===== src/hdl/sitda_pkg.sv =====
package sitda_pkg;

    localparam int VALUE_WIDTH = 32;
    localparam int MAX_DIGITS  = 10;

    localparam int BCD_W = MAX_DIGITS * 4;
    localparam int CNT_W = (VALUE_WIDTH > 1) ? $clog2(VALUE_WIDTH) : 1;
    localparam int REM_W = $clog2(MAX_DIGITS + 1);

    localparam logic [7:0] CHAR_ZERO  = 8'h30;
    localparam logic [7:0] CHAR_MINUS = 8'h2D;

    localparam logic [3:0] BCD_ADJ_LIMIT = 4'd5;
    localparam logic [3:0] BCD_ADJ       = 4'd3;

    typedef logic [BCD_W-1:0]       t_bcd;
    typedef logic [VALUE_WIDTH-1:0] t_mag;

endpackage


===== src/hdl/signed_int_to_decimal_ascii.sv =====
// signed integer to decimal ascii text
//
// input channel: i_valid / o_ready with i_value, a signed two's complement
// integer. output channel: o_valid / i_ready with o_ascii_char and o_last,
// one transaction per character, most significant digit first, a leading
// '-' for negative values and o_last high on the final digit.
//
// an accepted value goes through a shift-and-add-3 binary to bcd converter,
// one input bit per cycle, then moves to a separate character emitter.
// o_ready rises again once the result has moved to the emitter, so a new
// value can be taken while the previous text is sent. the emitter drops
// leading zeros at one digit per cycle, then sends one character per cycle
// while the receiver takes them.
//
// synchronous active-low reset empties the converter, the emitter and
// the output register. when the receiver stalls, the output register
// holds its character, the emitter waits, and the converter holds its
// result, so o_ready stays low until the emitter can take it.
module signed_int_to_decimal_ascii
    import sitda_pkg::*;
(
    input  logic                   i_clk,
    input  logic                   i_rst_n,
    input  logic                   i_valid,
    output logic                   o_ready,
    input  logic [VALUE_WIDTH-1:0] i_value,
    output logic                   o_valid,
    input  logic                   i_ready,
    output logic [7:0]             o_ascii_char,
    output logic                   o_last
);

    localparam logic [1:0] C_IDLE = 2'd0;
    localparam logic [1:0] C_RUN  = 2'd1;
    localparam logic [1:0] C_DONE = 2'd2;

    localparam logic [1:0] E_IDLE = 2'd0;
    localparam logic [1:0] E_SKIP = 2'd1;
    localparam logic [1:0] E_OUT  = 2'd2;

    localparam logic [CNT_W-1:0] CNT_LAST = CNT_W'(VALUE_WIDTH - 1);
    localparam logic [REM_W-1:0] REM_FULL = REM_W'(MAX_DIGITS);
    localparam logic [REM_W-1:0] REM_ONE  = REM_W'(1);

    logic [1:0]       r_cstate, n_cstate;
    t_mag             r_shift, n_shift;
    t_bcd             r_bcd, n_bcd;
    logic [CNT_W-1:0] r_cnt, n_cnt;
    logic             r_neg, n_neg;

    logic [1:0]       r_estate, n_estate;
    t_bcd             r_ebcd, n_ebcd;
    logic [REM_W-1:0] r_erem, n_erem;
    logic             r_eminus, n_eminus;

    logic             r_ovalid, n_ovalid;
    logic [7:0]       r_ochar, n_ochar;
    logic             r_olast, n_olast;

    t_bcd             bcd_adj;
    t_mag             in_mag;
    logic             in_accept;
    logic             handoff;
    logic             out_free;
    logic [3:0]       top_digit;

    assign in_accept = i_valid && o_ready;
    assign handoff   = (r_cstate == C_DONE) && (r_estate == E_IDLE);
    assign out_free  = !r_ovalid || i_ready;
    assign top_digit = r_ebcd[BCD_W-1 -: 4];
    assign in_mag    = i_value[VALUE_WIDTH-1] ? (~i_value + t_mag'(1)) : i_value;

    // add 3 to every digit of 5 or more before the shift
    always_comb begin
        for (int d = 0; d < MAX_DIGITS; d++) begin
            if (r_bcd[d*4 +: 4] >= BCD_ADJ_LIMIT) begin
                bcd_adj[d*4 +: 4] = r_bcd[d*4 +: 4] + BCD_ADJ;
            end else begin
                bcd_adj[d*4 +: 4] = r_bcd[d*4 +: 4];
            end
        end
    end

    always_comb begin
        n_cstate = r_cstate;
        n_shift  = r_shift;
        n_bcd    = r_bcd;
        n_cnt    = r_cnt;
        n_neg    = r_neg;
        unique case (r_cstate)
            C_IDLE: begin
                if (in_accept) begin
                    n_shift  = in_mag;
                    n_bcd    = '0;
                    n_cnt    = '0;
                    n_neg    = i_value[VALUE_WIDTH-1];
                    n_cstate = C_RUN;
                end
            end
            C_RUN: begin
                n_bcd   = {bcd_adj[BCD_W-2:0], r_shift[VALUE_WIDTH-1]};
                n_shift = r_shift << 1;
                n_cnt   = r_cnt + CNT_W'(1);
                if (r_cnt == CNT_LAST) begin
                    n_cstate = C_DONE;
                end
            end
            C_DONE: begin
                if (handoff) begin
                    n_cstate = C_IDLE;
                end
            end
            default: begin
                n_cstate = C_IDLE;
            end
        endcase
    end

    always_comb begin
        n_estate = r_estate;
        n_ebcd   = r_ebcd;
        n_erem   = r_erem;
        n_eminus = r_eminus;
        n_ovalid = r_ovalid && !i_ready;
        n_ochar  = r_ochar;
        n_olast  = r_olast;
        unique case (r_estate)
            E_IDLE: begin
                if (handoff) begin
                    n_ebcd   = r_bcd;
                    n_erem   = REM_FULL;
                    n_eminus = r_neg;
                    n_estate = E_SKIP;
                end
            end
            E_SKIP: begin
                // drop leading zeros, keep at least one digit
                if ((top_digit == 4'd0) && (r_erem != REM_ONE)) begin
                    n_ebcd = r_ebcd << 4;
                    n_erem = r_erem - REM_ONE;
                end else begin
                    n_estate = E_OUT;
                end
            end
            E_OUT: begin
                if (out_free) begin
                    n_ovalid = 1'b1;
                    if (r_eminus) begin
                        n_ochar  = CHAR_MINUS;
                        n_olast  = 1'b0;
                        n_eminus = 1'b0;
                    end else begin
                        n_ochar = CHAR_ZERO + {4'd0, top_digit};
                        n_olast = (r_erem == REM_ONE);
                        n_ebcd  = r_ebcd << 4;
                        n_erem  = r_erem - REM_ONE;
                        if (r_erem == REM_ONE) begin
                            n_estate = E_IDLE;
                        end
                    end
                end
            end
            default: begin
                n_estate = E_IDLE;
            end
        endcase
    end

    always_ff @(posedge i_clk) begin
        if (!i_rst_n) begin
            r_cstate <= C_IDLE;
            r_estate <= E_IDLE;
            r_ovalid <= 1'b0;
        end else begin
            r_cstate <= n_cstate;
            r_estate <= n_estate;
            r_ovalid <= n_ovalid;
        end
    end

    always_ff @(posedge i_clk) begin
        r_shift  <= n_shift;
        r_bcd    <= n_bcd;
        r_cnt    <= n_cnt;
        r_neg    <= n_neg;
        r_ebcd   <= n_ebcd;
        r_erem   <= n_erem;
        r_eminus <= n_eminus;
        r_ochar  <= n_ochar;
        r_olast  <= n_olast;
    end

    assign o_ready      = (r_cstate == C_IDLE);
    assign o_valid      = r_ovalid;
    assign o_ascii_char = r_ochar;
    assign o_last       = r_olast;

    a_accept_starts: assert property (@(posedge i_clk) disable iff (!i_rst_n)
        in_accept |=> (r_cstate == C_RUN) && (r_cnt == '0))
        else $error("conversion did not start after accepted transaction");

    a_handoff_loads: assert property (@(posedge i_clk) disable iff (!i_rst_n)
        handoff |=> (r_estate == E_SKIP) && (r_erem == REM_FULL) && (r_cstate == C_IDLE))
        else $error("converter result not moved to emitter");

    a_emit_has_digits: assert property (@(posedge i_clk) disable iff (!i_rst_n)
        (r_estate == E_OUT) |-> (r_erem != '0))
        else $error("emitter running with no digits left");

    a_minus_not_last: assert property (@(posedge i_clk) disable iff (!i_rst_n)
        (o_valid && (o_ascii_char == CHAR_MINUS)) |-> !o_last)
        else $error("minus sign flagged as last character");

endmodule

===== config.mk =====
export PLATFORM = sky130hd
export DESIGN_NAME = signed_int_to_decimal_ascii
export DESIGN_NICKNAME = d
export VERILOG_FILES = /design/src/hdl/sitda_pkg.sv /design/src/hdl/signed_int_to_decimal_ascii.sv
export SDC_FILE = /design/constraint.sdc
export NUM_CORES = 1
export LEC_CHECK = 0
export BUFFER_PORTS_ARGS = -buffer_cell sky130_fd_sc_hd__buf_2
export CAP_MARGIN = 20
export CORE_MARGIN = 3
export CORE_UTILIZATION = 61
export DETAILED_ROUTE_END_ITERATION = 10
export PLACE_DENSITY_LB_ADDON = 0.2
export RECOVER_POWER = 100
export SETUP_SLACK_MARGIN = 0.1
export SYNTH_ARGS = -nofsm -noshare
export SYNTH_HDL_FRONTEND = slang
export SYNTH_SLANG_ARGS = --single-unit

===== constraint.sdc =====
create_clock -name i_clk -period 5.3 [get_ports i_clk]
set_clock_uncertainty 0.05 [all_clocks]
set_input_delay 0.265 -clock i_clk [delete_from_list [all_inputs] [get_ports i_clk]]
set_output_delay 0.265 -clock i_clk [all_outputs]
set_load 0.01 [all_outputs]

## Word-level counts from Yosys, hierarchy flattened

Cells that the tools add are included.

| word-level totals | value |
|---|---|
| bits of input ports | 36 |
| latch bits | 0 |
| memories | 0 |
| word-level logic and storage cells | 115 |
| memory bits (writable) | 0 |
| flip-flop bits (word level) | 137 |
| bits in read-only memories | 0 |

| cells by class | value |
|---|---|
| reduce and logical (&&, ||, !) cells | 20 |
| muxes and demuxes | 42 |
| shift operators | 0 |
| $add $sub $neg | 14 |
| bitwise gates (word level) | 1 |
| $lt $le $gt $ge | 10 |
| div/mod/pow operators | 0 |
| equal/unequal tests | 16 |
| multiply operators | 0 |

Operators with widths:

| operator | number |
|---|---|
| $mux 40 | 5 |
| $pmux 40 s3 | 1 |
| $pmux 40 s2 | 1 |
| $mux 32 | 2 |
| $pmux 32 s2 | 1 |
| $mux 4 | 13 |
| $ge 4x3->1 const B | 10 |
| $add 4x2->4 const B | 9 |
| $add 32x1->32 const B | 1 |
| $not 32->32 | 1 |
| $mux 2 | 8 |
| $ne 2x2->1 const B | 8 |
| $pmux 2 s3 | 2 |
| $pmux 4 s3 | 1 |
| $pmux 5 s2 | 1 |
| $reduce_and 5->1 | 2 |
| $add 6x4->7 const A | 1 |
| $reduce_and 2->1 | 3 |
| $reduce_and 3->1 | 2 |
| $add 5x1->5 const B | 1 |
| $eq 5x5->1 const B | 1 |
| $mux 5 | 1 |
| $eq 2x1->1 const B | 2 |
| $eq 2x2->1 const B | 2 |
| other kinds (15) | 24 |

## Longest topological paths before layout

| depth | value |
|---|---|
| word-level depth | 5 |
| mapped depth | 7 |

## Least setup slack after synthesis

Ideal clock, no wire load.

| timing | value |
|---|---|
| path kind | reg-to-reg |
| start point | register r_estate[0] |
| end point | register r_ebcd[0] (enable) |
| clock period less this slack | 3.639 ns |
| buffers on the path | 0 |
| slack | 1.661 ns |
| cell stages (with the launch flop) | 6 |
| required time | 4.790 ns |
| arrival time | 3.129 ns |
| cell sequence | dfxtp_1 > inv_1 > ha_1 > a22oi_1 > nand2_1 > a21oi_1 |

| on the way | value |
|---|---|
| cells in the longest elaborated chain, start to end | 4 |

RTL lines:

| what | RTL line | text |
|---|---|---|
| from (decl) | signed_int_to_decimal_ascii.sv:51 | `logic [1:0] r_estate, n_estate;` |
| from (signal assigned) | signed_int_to_decimal_ascii.sv:176 | `r_estate <= n_estate;` |
| $logic_not 2->1 | signed_int_to_decimal_ascii.sv:68, signed_int_to_decimal_ascii.sv:127 |  |
| $logic_and 1x1->1 | signed_int_to_decimal_ascii.sv:68 | `assign handoff = (r_cstate == C_DONE) && (r_estate == E_IDLE);` |
| $ne 2x2->1 (no line) | n/a |  |
| $reduce_and 5->1 (no line) * | n/a |  |
| to (signal assigned) | signed_int_to_decimal_ascii.sv:186 | `r_ebcd <= n_ebcd;` |
| to (decl) | signed_int_to_decimal_ascii.sv:52 | `t_bcd r_ebcd, n_ebcd;` |

Mark *: on every way between the ends. The rest lies on a longest branch, timed or not.
A chain may end at the register's enable or synchronous reset.

## Final worst setup path

| timing | value |
|---|---|
| start point | register r_estate[0] |
| end point | register r_ebcd[4] (enable) |

Same word-level chain as after synthesis.

==> qor.csv <==
stage,metric,value,unit
pwr,power share of the clock group,0.410,
clocking,# H-tree levels,4,
min_path,kind of path behind the tightest hold check,input port to flop,
critical_path,"Req. time, crit path",5.24,ns
clocking,Sink Count,134,
die,Die Height,113,microns
place,DPL Wire Length,8020,microns
route,routed length per placed instance,15.8,microns
pwr,Net Sw Power,722,uW
timing,Slew headroom,-0.586,
timing,summed negative setup slack over all endpoints,0,ns
final_layout,most common library cell in the layout ignoring fill and taps,sky130_fd_sc_hd__edfxtp_1,
critical_path,maximum fanout along the worst path,44,
pwr,peak supply drop,213,uV
final_layout,number of antenna diodes,0,
clocking,cts hold-fix bufs,0,
die,starting density of the core,0.633,
run_status,status,finished with violations,
final_layout,area growth from synthesis to final layout,13.0,%
run_status,violations in the final reports,"max-capacitance violations, max-slew violations",
route,number of search-and-repair iterations in the first detailed-routing pass,5,
pwr,cell-internal power,2200,uW
yosys,adder and majority gate portion of the synthesized area,0.0522,
critical_path,kind of capture point of the worst setup path,flop,
timing,Fin. Hold Viols,0,
critical_path,path type of the worst setup path,flop to flop,
die,total core area,11000,sq um
die,row count,38,
route,number of DRC markers after the initial detailed-route iteration,386,
place,GP Congestion,0.787,
pwr,register share of total power,0.462,
yosys,number of flops mapped to enable cells by yosys,129,
clocking,count of instances resized after the clock tree is built,0,
clocking,total CTS buffers,17,
final_layout,layout cell share with drive strength beyond 1,0.146,
global_routing,total global routing track utilization,0.212,
die,Top-Level Pins,47,
clocking,number of buffers on the longest clock path,2,
yosys,largest family of logic cells by synthesized area,simple AND/OR/NAND/NOR gates,
route,average via count per standard cell,5.72,
timing,count of final setup violators,0,
yosys,number of warnings issued by yosys,0,
die,total die area,12700,sq um
yosys,post-synth design cell area,6950,sq um
final_layout,Final nets,729,
pwr,cell area power density,372,nW/um^2
clocking,clock latency at the later pin of the worst-skew pair,0.42,ns
yosys,prevailing post-synth register cell,sky130_fd_sc_hd__edfxtp_1,
route,final WL,12900,microns
clocking,total setup buffers inserted after CTS,0,
yosys,number of different library cells in the post-synthesis netlist,43,
pwr,switching portion of total power,0.247,
pwr,logic gate share of total power,0.128,
route,number of design rule violations left after detail routing,0,
timing,Max Freq,286,MHz
yosys,"area fraction in and, or, nand and nor cells after synthesis",0.143,
route,count of vias placed by the detailed router,4676,
timing,measured slew at the worst slew-check pin,2.38,ns
timing,fin worst setup slack,1.81,ns
final_layout,"top library cells by usage in the layout, fill and taps aside","sky130_fd_sc_hd__edfxtp_1 (129), sky130_fd_sc_hd__nand2_1 (79), sky130_fd_sc_hd__nor2_1 (63)",
clocking,cell at the root of the clock tree,sky130_fd_sc_hd__clkbuf_16,
pwr,final total power,2920,uW
global_routing,first-pass GRT wire length,21500,microns
route,Post-DRT Antenna Nets,0,
critical_path,startpoint type of the worst setup path,flop,
pwr,Static Leakage,0.00288,uW
place,number of input and output port buffers inserted,43,
global_routing,antenna violations before repair,0,
timing,share of the clock period used by the worst path,0.659,
timing,Max Slew Vio Count,152,
clocking,clock tree from TritonCTS,yes,
place,worst setup slack after placement,2.94,ns
yosys,multiplexer share of the synthesized area,0.0335,
yosys,area share of xor/xnor cells in the synthesized design,0.0668,
yosys,asr flop ratio synth,0,
global_routing,maximum number of pins on one net before global-route repair,78,
yosys,register area share after synthesis,0.572,
yosys,synthesized flop and latch total,134,
die,Die Width,113,microns
critical_path,data arrival at the endpoint of the critical path,3.43,ns
run,max-cap viol count,3,
clocking,clock transition at the registers of the reported paths,0.06,ns
yosys,Mapped Avg Cell Area,11.2,sq um
timing,setup repair after global routing missed its margin,false,
timing,clock period minus worst slack,3.49,ns
yosys,Post-Synthesis Cells,622,
yosys,share of the synthesized area in compound gates (AO/OA/AOI/OAI),0.102,
global_routing,vias in the first global route,4570,
global_routing,total overflow reported by the global router,0,
## final cells by class
| cell class | instances | area (sq um) |
|---|---|---|
| inverter | 28 | 105 |
| tap | 140 | 175 |
| multi-input combinational | 436 | 2770 |
| fill | 739 | 3130 |
| sequential | 134 | 3970 |
| clock inverter | 13 | 155 |
| clock buffer | 19 | 453 |
| timing repair buffer | 47 | 221 |
## worst max-delay path, stage by stage (launching register included)
cell and delay, ns:
sky130_fd_sc_hd__dfxtp_1 0.38, sky130_fd_sc_hd__inv_1 0.08, sky130_fd_sc_hd__ha_1 0.28, sky130_fd_sc_hd__a22oi_1 0.28
sky130_fd_sc_hd__nand2_1 0.15, sky130_fd_sc_hd__a21oi_4 0.12, sky130_fd_sc_hd__clkbuf_1 1.70
## state kept, by name, summed over array words and instances (netlist names), 2 cells and up
register / count
o_ascii_char: 5
r_bcd: 40
r_cnt: 5
r_cstate: 2
r_ebcd: 40
r_erem: 4
r_estate: 2
r_shift: 32
## power by group through the flow
stage / registers, uW / clock network, uW / logic [uW]
4_1_cts: 1350 / 1210 / 378
2_1_floorplan: 1350 / 0 / 280
6_report: 1350 / 1200 / 374
3_5_place_dp: 1370 / 0 / 369
5_1_grt: 1360 / 1260 / 424
3_3_place_gp: 1360 / 0 / 351
## synthesized netlist by cell type (5+ instances only)
cell type,instances,area share
sky130_fd_sc_hd__inv_1,28,0.015
sky130_fd_sc_hd__clkbuf_1,18,0.0097
sky130_fd_sc_hd__edfxtp_1,129,0.56
sky130_fd_sc_hd__xor2_1,38,0.048
sky130_fd_sc_hd__a21oi_1,43,0.031
sky130_fd_sc_hd__nor3_1,12,0.0086
sky130_fd_sc_hd__dfxtp_1,5,0.014
sky130_fd_sc_hd__nor2_1,63,0.034
sky130_fd_sc_hd__nand2b_1,12,0.011
sky130_fd_sc_hd__mux2_2,18,0.029
sky130_fd_sc_hd__nor2b_1,9,0.0081
sky130_fd_sc_hd__nand2_1,80,0.043
sky130_fd_sc_hd__o31ai_1,10,0.011
sky130_fd_sc_hd__ha_1,29,0.052
sky130_fd_sc_hd__xnor2_1,15,0.019
sky130_fd_sc_hd__o21ai_0,56,0.040
sky130_fd_sc_hd__and2_1,6,0.0054
## final timing paths
path / cells past startpoint / endpoint / slack, ns / from
min: 2 / o_valid$_SDFF_PN0_ / 0.09 / i_rst_n
max: 6 / r_ebcd[4]$_DFFE_PP_ / 1.81 / r_estate[0]$_SDFFE_PN0P_
max reg2reg: 6 / r_ebcd[4]$_DFFE_PP_ / 1.81 / r_estate[0]$_SDFFE_PN0P_
min reg2reg: 2 / r_estate[1]$_SDFFE_PN0P_ / 0.46 / r_estate[1]$_SDFFE_PN0P_
## through the flow
step	hold WS, ns	instance area (sq um)	util	std cells
2_1_floorplan	0.314	6960	-	623
6_report	0.0921	7860	0.715	817
3_5_place_dp	0.457	7290	0.664	784
5_1_grt	0.0892	7860	0.715	817
3_3_place_gp	0.432	7290	0.664	784
4_1_cts	0.0799	7900	0.719	816
## per-layer routing
metal  track usage  vias to the layer above  part of all wire
met3        0.0471                       27             0.037
met4        0.0857                        0             0.018
met2         0.342                      112              0.50
met5             0                        -                 0
met1         0.280                     2259              0.44
li1              -                     2278                 -
## logic make-up (layout without fill, tap and decap cells)
family,count (synthesis),after routing
buf+inv,53,107
xor+xnor,53,53
mux,21,21
other cells,2,3
compound gates,122,122
fa+ha+maj,29,29
flops,134,134
simple gates,208,208
No activity file was read; power rests on OpenSTA's default activity.
